--- src/sv/fba_pkg.sv ---
// shared types and constants for the flagged block averager
// no dependencies; imported by every module of the block
package fba_pkg;

  localparam int ELEM_BITS    = 10;
  localparam int NUM_ELEMENTS = 1024;
  localparam int SAMPLE_BITS  = 24;
  localparam int SUM_BITS     = 32;
  localparam int CNT_BITS     = 9;
  localparam int MAX_BLOCK    = 256;
  localparam int QDEPTH       = 4;
  localparam int QPTR_BITS    = $clog2(QDEPTH);
  localparam int STEP_BITS    = $clog2(SUM_BITS);

  // input word
  typedef struct packed {
    logic [ELEM_BITS-1:0]          elem_index;
    logic signed [SAMPLE_BITS-1:0] sample_re;
    logic signed [SAMPLE_BITS-1:0] sample_im;
    logic                          sample_valid;
    logic                          last_record;
  } in_item_t;

  // result word
  typedef struct packed {
    logic [ELEM_BITS-1:0]          out_index;
    logic signed [SAMPLE_BITS-1:0] avg_re;
    logic signed [SAMPLE_BITS-1:0] avg_im;
    logic                          avg_valid;
  } out_item_t;

  // back end sequencer states
  typedef enum logic [2:0] {
    ST_CLEAR,
    ST_IDLE,
    ST_UPDATE,
    ST_DIV,
    ST_EMIT
  } fba_state_t;

endpackage

--- src/sv/fba_front.sv ---
// front end: accepts input words, drops out-of-range indexes, queues the rest
// depends on fba_pkg
module fba_front import fba_pkg::*; (
  input  logic     clk,
  input  logic     rst,
  input  logic     push,
  output logic     full,
  input  in_item_t item,
  input  logic     clearing,
  output logic     job_valid,
  input  logic     job_take,
  output in_item_t job
);

  in_item_t             q [QDEPTH];
  logic [QPTR_BITS-1:0] wr_ptr;
  logic [QPTR_BITS-1:0] rd_ptr;
  logic [QPTR_BITS:0]   count;
  logic                 in_range;
  logic                 do_push;
  logic                 do_pop;

  assign full      = clearing || (count == (QPTR_BITS+1)'(QDEPTH));
  assign in_range  = {1'b0, item.elem_index} < (ELEM_BITS+1)'(NUM_ELEMENTS);
  assign do_push   = push && !full && in_range;
  assign job_valid = (count != '0);
  assign do_pop    = job_take && job_valid;
  assign job       = q[rd_ptr];

  always_ff @(posedge clk) begin
    if (do_push) begin
      q[wr_ptr] <= item;
    end
  end

  always_ff @(posedge clk) begin
    if (rst) begin
      wr_ptr <= '0;
      rd_ptr <= '0;
      count  <= '0;
    end else begin
      if (do_push) begin
        wr_ptr <= wr_ptr + 1'b1;
      end
      if (do_pop) begin
        rd_ptr <= rd_ptr + 1'b1;
      end
      unique case ({do_push, do_pop})
        2'b10:   count <= count + 1'b1;
        2'b01:   count <= count - 1'b1;
        default: count <= count;
      endcase
    end
  end

endmodule

--- config.mk ---
export PLATFORM = sky130hd
export DESIGN_NAME = fba_front
export DESIGN_NICKNAME = d
export VERILOG_FILES = /design/src/sv/fba_pkg.sv /design/src/sv/fba_front.sv
export SDC_FILE = /design/constraint.sdc
export NUM_CORES = 1
export LEC_CHECK = 0
export ABC_AREA = 1
export BUFFER_PORTS_ARGS = -buffer_cell sky130_fd_sc_hd__buf_2
export CORE_ASPECT_RATIO = 1.1
export CORE_MARGIN = 8
export CORE_UTILIZATION = 45
export CTS_BUF_LIST = sky130_fd_sc_hd__clkbuf_2 sky130_fd_sc_hd__clkbuf_4 sky130_fd_sc_hd__clkbuf_8
export DETAILED_ROUTE_END_ITERATION = 12
export SYNTH_ARGS = -nofsm -noshare
export SYNTH_HDL_FRONTEND = slang
export SYNTH_SLANG_ARGS = --single-unit
--- constraint.sdc ---
create_clock -name clk -period 6.18 [get_ports clk]
set_clock_uncertainty 0.1 [all_clocks]
set_input_delay 0 -clock clk [delete_from_list [all_inputs] [get_ports clk]]
set_output_delay 0 -clock clk [all_outputs]
set_load 0.005 [all_outputs]
## Word level (Yosys, flattened, before mapping)

Memories as Yosys holds them, arrays and structs flattened. A register that Yosys moved wholly into a read port is not among the register bits.
Index checks and enable logic that the tools add are counted.

- Flip-flop bits (word level): 7
- RAM bits: 240
- Logic and storage cells: 22
- Memories kept: 1

- Add/sub/neg operators: 4
- Eq/ne operators: 3
- Mux-type cells: 5
- Reductions and logical operators: 6

Memory list:

| name | depth | bits a word | read ports | clocked after memory_dff | write ports | RTL line | text |
|---|---|---|---|---|---|---|---|
| q | 4 | 60 | 1 | 1 | 1 | fba_front.sv:15 | `in_item_t q [QDEPTH];` |

Operators with widths:

| kind | count |
|---|---|
| 3-bit one-hot mux with 2 select lines | 1 |
| 2-bit by 1-bit adder with 2-bit output, second input constant | 2 |
| 2-bit two-way mux | 2 |
| 3-bit by 1-bit adder with 3-bit output, second input constant | 1 |
| 3-bit == test, second input constant | 1 |
| 3-bit nonzero test | 1 |
| 3-bit by 1-bit subtractor with 3-bit output, second input constant | 1 |
| 2-bit by 1-bit == test with 1-bit output, second input constant | 1 |
| 2-bit == test, second input constant | 1 |
| 1-bit logical AND | 2 |
| 1-bit two-way mux | 2 |
| 2-bit nonzero test | 1 |
| 1-bit logical NOT | 1 |
| 1-bit logical OR | 1 |

## Logic depth before layout (Yosys ltp)

Gate-level depths: netlist of run 1.

- Word-level depth: 6
- Depth in mapped cells: 13
- Depth with buffers taken out: 13

## Least setup slack after synthesis of run 1

No wires, ideal clock.

- Kind: reg-to-reg
- From: register count[1]
- To: memory q[0][0] (netlist name) (enable)
- Setup time: 478 ps
- Data arrival time: 3210 ps
- Slack: 2391 ps
- Stages on the path, launching flop included: 5
- Path buffers: 0
- Cells stage by stage: dfxtp_1 nor2_1 nand2_1 nand3_1 nor2_1

- Word-level cells in the longest chain between the ends: 6

RTL lines:

| element | RTL line | text |
|---|---|---|
| start, declared | fba_front.sv:18 | `logic [QPTR_BITS:0] count;` |
| start signal, assigned | fba_front.sv:49 | `2'b10: count <= count + 1'b1;` |
| start signal, assigned | fba_front.sv:50 | `2'b01: count <= count - 1'b1;` |
| start signal, assigned | fba_front.sv:51 | `default: count <= count;` |
| 3-bit == test | fba_front.sv:23 | `assign full = clearing \|\| (count == (QPTR_BITS+1)'(QDEPTH));` |
| 1-bit logical OR | fba_front.sv:23 |  |
| 1-bit logical NOT | fba_front.sv:25 | `assign do_push = push && !full && in_range;` |
| 1-bit logical AND | fba_front.sv:25 |  |
| 1-bit two-way mux | fba_front.sv:31 | `if (do_push) begin` |
| 1-bit two-way mux (implied by the code) | fba_front.sv:32 | `q[wr_ptr] <= item;` |
| end, declared | fba_front.sv:15 |  |

No other way between the ends.

==> results.txt, run 1 <==
----------------------------------------------------
[Run status]
  Run status ... completed

[Layout]
  Final-stage net count ... 927
  Layout overhead on the synthesized area ... 23.4%
  Commonest cells after routing, fill and taps aside ... edfxtp_1, buf_2, nor2_1
  Number of antenna cells inserted ... 0
  Ratio of cells with drive above 1 in the final layout ... 26.8%
  Leading cell type in the layout, fill and taps excluded ... edfxtp_1
  Utilization after layout ... 56.0%

[Detailed routing]
  Average vias per placed instance ... 5.09
  TritonRoute pass-1 iters ... 5
  DR WL/cell ... 17.5 um
  Number of nets with antenna violations after routing ... 0
  Total DRC errors in the routed layout ... 0
  Total number of vias ... 5973
  Total length of routed wires ... 20600 um
  1st-iter DRT viols ... 381

[Flow run]
  # Max-Cap Violations ... 0

[STA]
  Tightest Pin Transition ... 1.15 ns
  Worst hold margin ... 0.144 ns
  Number of hold violations in the final report ... 0
  Max-Slew Margin vs Limit ... 23.3%
  Final critical-path required period ... 2.98 ns
  Number of pins exceeding their max-slew limit in the final report ... 0
  Final sum of negative setup slack ... 0 ns
  Fmax achieved ... 336 MHz
  Unrepaired setup endpoints after global routing ... no
  Final period util ... 48.2%
  Final setup violation count ... 0

[Worst hold path]
  Worst min-delay path category ... in2reg

[Floorplanning]
  Vertical extent of the die ... 169 um
  Number of I/O pins ... 127
  Die Outline Area ... 0.0262 sq mm
  Initial Util ... 45.3%
  Die W ... 155 um
  Core footprint ... 0.0211 sq mm
  Number of core rows ... 56

[Clocking]
  # resized after CTS ... 0
  Clock Latency Late Sink ... 0.50 ns
  Number of levels in the clock H-tree ... 2
  TritonCTS clock tree ... built
  Num CTS Buffers ... 39
  Clock-pin slew of the registers on the worst-case setup and hold paths ... 0.06 ns
  Deepest clock path buffer count ... 3
  CTS Sinks ... 249
  Root Buffer Master ... clkbuf_8
  Post-CTS Setup Inserts ... 0

[GRT]
  Wire length of the first global-routing pass ... 32200 um
  Maximum number of pins on one net before global-route repair ... 75
  Global router's overall resource usage ... 15.6%
  Total global routing overflow ... 0
  Number of antenna violations at the first check in global routing ... 0
  Number of global-route vias before repair ... 6362

[Yosys]
  Number of nets in the synthesized netlist ... 725
  Total standard cell area after synthesis ... 0.00956 sq mm
  Synthesized instance count ... 654
  Yosys synthesis warning count ... 0
  Post-synthesis sequential area ratio ... 77.2%
  Post-Synthesis Mean Instance Area ... 14.6 sq um
  Number of distinct standard cells referenced by the synthesized netlist ... 20
  Synthesized flop and latch total ... 249

[Place]
  Count of port buffers added during placement ... 126
  Estimated wirelength of the detail-placed design ... 11200 um
  Routability congestion estimate ... 0.707

[Critical path]
  Critical path start-end classification ... reg2out
  Largest driver fanout on the critical path ... 74
  Worst EP arrival ... 2.88 ns
  Endpoint required time on the critical path ... 6.08 ns
  Capturing element type of the critical path ... output port
  Element type at the critical path start ... register

[Power]
  Worst ir drop on vdd ... 0.287 mV
  Power Dens Cells ... 354 mW/mm^2
  Leakage component of the power ... 4.18 nW

----------------------------------------------------
==> through the flow <==
stage / std cells / power [mW] / cell area, sq um / setup slack (ns)
3_5_place_dp: 1039 / 2.90 / 10400 / 3.68
2_1_floorplan: 654 / 2.58 / 9560 / 2.39
3_3_place_gp: 1039 / 2.87 / 10400 / 3.75
4_1_cts: 1174 / 4.23 / 11800 / 3.13
6_report: 1174 / 4.18 / 11800 / 3.20
5_1_grt: 1174 / 4.40 / 11800 / 2.91
==> state kept, by name (all words and copies together) (netlist names), named ones only <==
register,count
count,3
wr_ptr,2
q,240
rd_ptr,2
==> power breakdown <==
group | switching, mW | leakage [nW] | total (mW) | internal, mW
Combinational | 0.541 | 1.53 | 0.880 | 0.339
Clock | 0.576 | 0.392 | 1.30 | 0.725
Sequential | 0.0570 | 2.25 | 1.99 | 1.94
Total | 1.17 | 4.18 | 4.18 | 3.00
==> synthesized netlist by cell type (all sizes together) <==
library cell	count	area (sq um)
edfxtp	240	7210
nor2	132	546
o21ai	123	616
o22ai	60	500
clkbuf	23	86.3
inv	22	82.6
nand2	16	60.1
buf	15	161
dfxtp	9	180
ha	5	62.6
a21oi	3	15.0
nand3	3	15.0
nand4	2	12.5
fa	1	20.0
==> critical path: stages (launching register included) <==
cell     delay, ns
dfxtp_4       0.52
inv_4         0.46
buf_4         0.80
o21ai_0       0.24
o22ai_2       0.17
buf_2         0.14
==> cell families after synthesis <==
logic type | synth area share [%]
DFF | 77.2
AOI/OAI and AO/OA | 11.8
adders and majority gates | 0.863
buffers and inverters | 3.45
and+or+nand+nor | 6.62
==> area by class of cell <==
| type | instances | area (sq um) |
|---|---|---|
| well taps | 290 | 363 |
| inverters | 22 | 85.1 |
| multi-input cells | 345 | 1880 |
| repair buffers | 199 | 1340 |
| fillers | 1712 | 9290 |
| flip-flops and latches | 249 | 7390 |
| clock inverters | 16 | 88.8 |
| clock buffers | 53 | 654 |
==> layer usage <==
| metal | vias to the layer above | wire length [um] | GRT usage, % |
|---|---|---|---|
| li1 | 2844 | - | - |
| met1 | 2954 | 8350 | 17.4 |
| met2 | 147 | 10700 | 28.2 |
| met3 | 28 | 1250 | 4.64 |
| met4 | 0 | 287 | 4.78 |
| met5 | - | 0 | 0 |
==> worst paths after layout <==
check	to	slack [ns]	depth (start not counted)	start
worst max-delay path	job[52]	3.20	5	register
worst min-delay path	q[3][45]	0.14	2	item[45]
worst max register to register	q[2][6]	3.76	5	count[1]
worst min register to register	rd_ptr[0]	0.45	2	rd_ptr[0]
==> what timing repair did <==
| action | 4_1_cts | 5_1_grt |
|---|---|---|
| endpoints found under the hold margin | 249 | 0 |
| setup endpoints to repair | 0 | 0 |
| hold buffers | 66 | 0 |
Power figures use the tool's default switching activity.
==> inputs of run 2 (changes only) <==
--- a/config.mk
+++ b/config.mk
@@ -5,7 +5,7 @@
 export SDC_FILE = /design/constraint.sdc
 export NUM_CORES = 1
 export LEC_CHECK = 0
-export ABC_AREA = 1
+export ABC_AREA = 0
 export BUFFER_PORTS_ARGS = -buffer_cell sky130_fd_sc_hd__buf_2
 export CORE_ASPECT_RATIO = 1.1
 export CORE_MARGIN = 8
==> constraint.sdc (replaced) <==
create_clock -name clk -period 2.8 [get_ports clk]
set_clock_uncertainty 0.1 [all_clocks]
set_input_delay 0 -clock clk [delete_from_list [all_inputs] [get_ports clk]]
set_output_delay 0 -clock clk [all_outputs]
set_load 0.005 [all_outputs]
==> run 2 against run 1 <==
  * Synthesized cell count is 44% lower
  * Worst hold slack worse by 0.0049 ns
  * Worst setup slack worse by 2.8 ns
  * Non-clock buffer count increased by 4
  * Largest cell class unchanged
==> results.txt, run 2 <==
----------------------------------------------------
[Run status]
  Run status ... completed

[Power]
  Switching component of the power ... 2.21 mW (+88%)
  Clock network fraction of design power ... 32.5% (+1.3 points)
  Seq pwr share ... 48.0% (+0.2 points)
  Worst ir drop on vdd ... 0.485 mV (+69%)
  Pint ... 6.83 mW (+130%)
  Leakage component of the power ... 3.93 nW (-5.9%)
  Switching power share of the total ... 24.5% (-3.7 points)
  Gate power share ... 19.5% (-1.6 points)
  Power Dens Cells ... 782 mW/mm^2 (+120%)

[Yosys]
  Post-Synthesis Mean Instance Area ... 25.1 sq um (+72%)
  Number of nets in the synthesized netlist ... 438 (-40%)
  FFs w/ async S/R, synth ... 0% (unchanged)
  Number of distinct standard cells referenced by the synthesized netlist ... 25 (+25%)
  Most common cell in the synthesized netlist ... edfxtp_1
  Cell types occupying the most area after synthesis ... edfxtp_1, mux4_2, dfxtp_1
  Number of enable flip-flop cells after synthesis ... 240 (unchanged)
  Total standard cell area after synthesis ... 0.00922 sq mm (-3.6%)
  Post-synth top area share ... 78.2% (+2.9 points)
  Most used DFF post-synth ... edfxtp_1
  Synthesized flop and latch total ... 249 (unchanged)
  Yosys synthesis warning count ... 0 (unchanged)
  Synthesized instance count ... 367 (-44%)
  Post-synthesis sequential area ratio ... 80.2% (+2.9 points)
  Synth top cells by count ... edfxtp_1, mux4_2, dfxtp_1, nor2_1
  Area leader, netlist ... edfxtp_1

[Layout]
  Number of antenna cells inserted ... 0 (unchanged)
  Leading cell type in the layout, fill and taps excluded ... edfxtp_1
  Layout overhead on the synthesized area ... 25.6%
  Register containing the most flip-flops in the final layout ... q
  Commonest cells after routing, fill and taps aside ... edfxtp_1, buf_2, dlygate4sd3_1
  Largest register FFs ... 240 (unchanged)
  Sequential cell area ... 0.00739 sq mm (about the same)
  Post-layout instance count excluding filler cells ... 880 (-25%)
  Multi-input gate area ... 0.00165 sq mm (-12%)
  Final-stage net count ... 666 (-28%)
  Regs by FF count ... q (240), count (3)
  Ratio of cells with drive above 1 in the final layout ... 42.3% (+15 points)
  Number of inserted filler cells in the final layout ... 1594 (-6.9%)

[GRT]
  Number of antenna violations at the first check in global routing ... 1 (+1)
  Number of global-route vias before repair ... 5006 (-21%)
  Maximum number of pins on one net before global-route repair ... 37 (-51%)
  Global router's overall resource usage ... 14.5% (-1.1 points)
  Wire length of the first global-routing pass ... 28300 um (-12%)
  Total global routing overflow ... 0 (unchanged)

[Clocking]
  Num CTS Buffers ... 38 (-2.6%)
  TritonCTS clock tree ... built
  Clock Latency Late Sink ... 0.51 ns (about the same)
  Root Buffer Master ... clkbuf_8
  Number of levels in the clock H-tree ... 2 (unchanged)
  Deepest clock path buffer count ... 3 (unchanged)
  Clock-pin slew of the registers on the worst-case setup and hold paths ... 0.06 ns (about the same)
  CTS Sinks ... 249 (unchanged)
  Post-CTS Setup Inserts ... 0 (unchanged)
  # resized after CTS ... 0 (unchanged)

[Detailed routing]
  Total DRC errors in the routed layout ... 0 (unchanged)
  DR WL/cell ... 20.7 um (+18%)
  Number of nets with antenna violations after routing ... 0 (unchanged)
  Total length of routed wires ... 18200 um (-12%)
  Average vias per placed instance ... 5.05 (-0.74%)
  Total number of vias ... 4444 (-26%)
  TritonRoute pass-1 iters ... 4 (-1)
  1st-iter DRT viols ... 186 (-51%)

[STA]
  Final critical-path required period ... 2.38 ns
  Minimum setup slack in the final design ... 0.422 ns (-2.78 ns)
  Max-Slew Margin vs Limit ... 65.9% (+43 points)
  Final period util ... 84.9%
  Fmax achieved ... 420 MHz
  Final sum of negative setup slack ... 0 ns (unchanged)
  Unrepaired setup endpoints after global routing ... no
  Number of pins exceeding their max-slew limit in the final report ... 0 (unchanged)
  Final setup violation count ... 0 (unchanged)
  Number of hold violations in the final report ... 0 (unchanged)
  Tightest Pin Transition ... 0.511 ns (-0.638 ns)

[Floorplanning]
  Initial Util ... 45.2% (-0.11 points)
  Die Outline Area ... 0.0253 sq mm (-3.3%)
  Core footprint ... 0.0204 sq mm (-3.4%)
  Vertical extent of the die ... 166 um (-1.7%)
  Number of core rows ... 55 (-1.8%)
  Die W ... 152 um (-1.7%)
  Number of I/O pins ... 127 (unchanged)

[Place]
  Worst slack after detailed placement ... 0.543 ns (-3.14 ns)
  # placed instances ... 746 (-28%)
  Routability congestion estimate ... 0.705 (-0.30%)
  Estimated wirelength of the detail-placed design ... 11400 um (+1.8%)
  Count of port buffers added during placement ... 126 (unchanged)

[Critical path]
  Largest driver fanout on the critical path ... 7 (-91%)
  Endpoint required time on the critical path ... 3.13 ns (-2.95 ns)
  Worst EP arrival ... 2.71 ns (-0.17 ns)
  Critical path start-end classification ... in2reg
  Element type at the critical path start ... input port
  Capturing element type of the critical path ... register

[Flow run]
  # Max-Cap Violations ... 0 (unchanged)

[Worst hold path]
  Worst min-delay path category ... in2reg

----------------------------------------------------
==> run 2: timing repair <==
item | 4_1_cts | 5_1_grt
hold buffers | 65 | 0
endpoints found under the hold margin | 249 | 0
setup endpoints to repair | 0 | 0
==> run 2: per-stage QoR <==
step | util [%] | hold slack, ns | area (sq um) | power [mW]
after floorplan | - | -0.0272 | 9220 | 5.63
after global placement | 49.9 | 0.111 | 10200 | 6.14
after detailed placement | 49.9 | 0.120 | 10200 | 6.17
after CTS | 56.8 | 0.108 | 11600 | 9.22
after global routing | 56.8 | 0.122 | 11600 | 9.46
final | 56.8 | 0.139 | 11600 | 9.04
==> run 2: power groups by stage <==
stage / Combinational (mW) / Clock (mW) / Sequential (mW)
final: 1.76 / 2.94 / 4.34
after global routing: 1.93 / 3.18 / 4.36
after CTS: 1.83 / 3.04 / 4.34
after detailed placement: 1.75 / 0 / 4.42
after global placement: 1.73 / 0 / 4.41
after floorplan: 1.25 / 0 / 4.38
==> run 2: logic make-up (layout without fill, tap and decap cells) <==
kind of cell    count (synthesis)  after routing  share of synthesized area [%]
compound gates                  7              7                          0.611
xor+xnor                        4              4                          0.380
fa+ha+maj                       6              6                          0.896
buf+inv                        21            278                           2.08
flops                         249            249                           80.2
mux                            62             62                           14.9
simple gates                   18             18                          0.978
==> run 2: final timing paths <==
check,cells past startpoint,slack (ns),from,endpoint
max reg2reg,9,0.53,count[1],count[2]
min reg2reg,2,0.44,rd_ptr[1],rd_ptr[1]
max,12,0.42,push,count[2]
min,2,0.14,item[25],q[2][25]
==> run 2: layer usage <==
| metal | vias to the layer above | track usage, % | part of all wire [%] |
|---|---|---|---|
| li1 | 2014 | - | - |
| met1 | 2276 | 17.0 | 39 |
| met2 | 125 | 25.7 | 53 |
| met3 | 27 | 3.83 | 5.8 |
| met4 | 2 | 4.78 | 1.7 |
| met5 | - | 0 | 0.044 |
==> run 2: area by class of cell <==
class	count	share of cell area, %
flip-flops and latches	249	63.9
multi-input cells	97	14.2
repair buffers	203	12.4
clock buffers	48	5.22
well taps	256	2.77
clock inverters	21	1.29
inverters	6	0.195
==> run 2: worst max-delay path: stages <==
cell,delay [ns]
dlygate4sd3_1,0.53
buf_2,0.12
nand2b_1,0.05
dlygate4sd3_1,0.59
a21oi_4,0.07
inv_1,0.08
ha_1,0.19
inv_1,0.07
fa_1,0.37
xor2_1,0.17
or3_1,0.32
a21oi_1,0.16
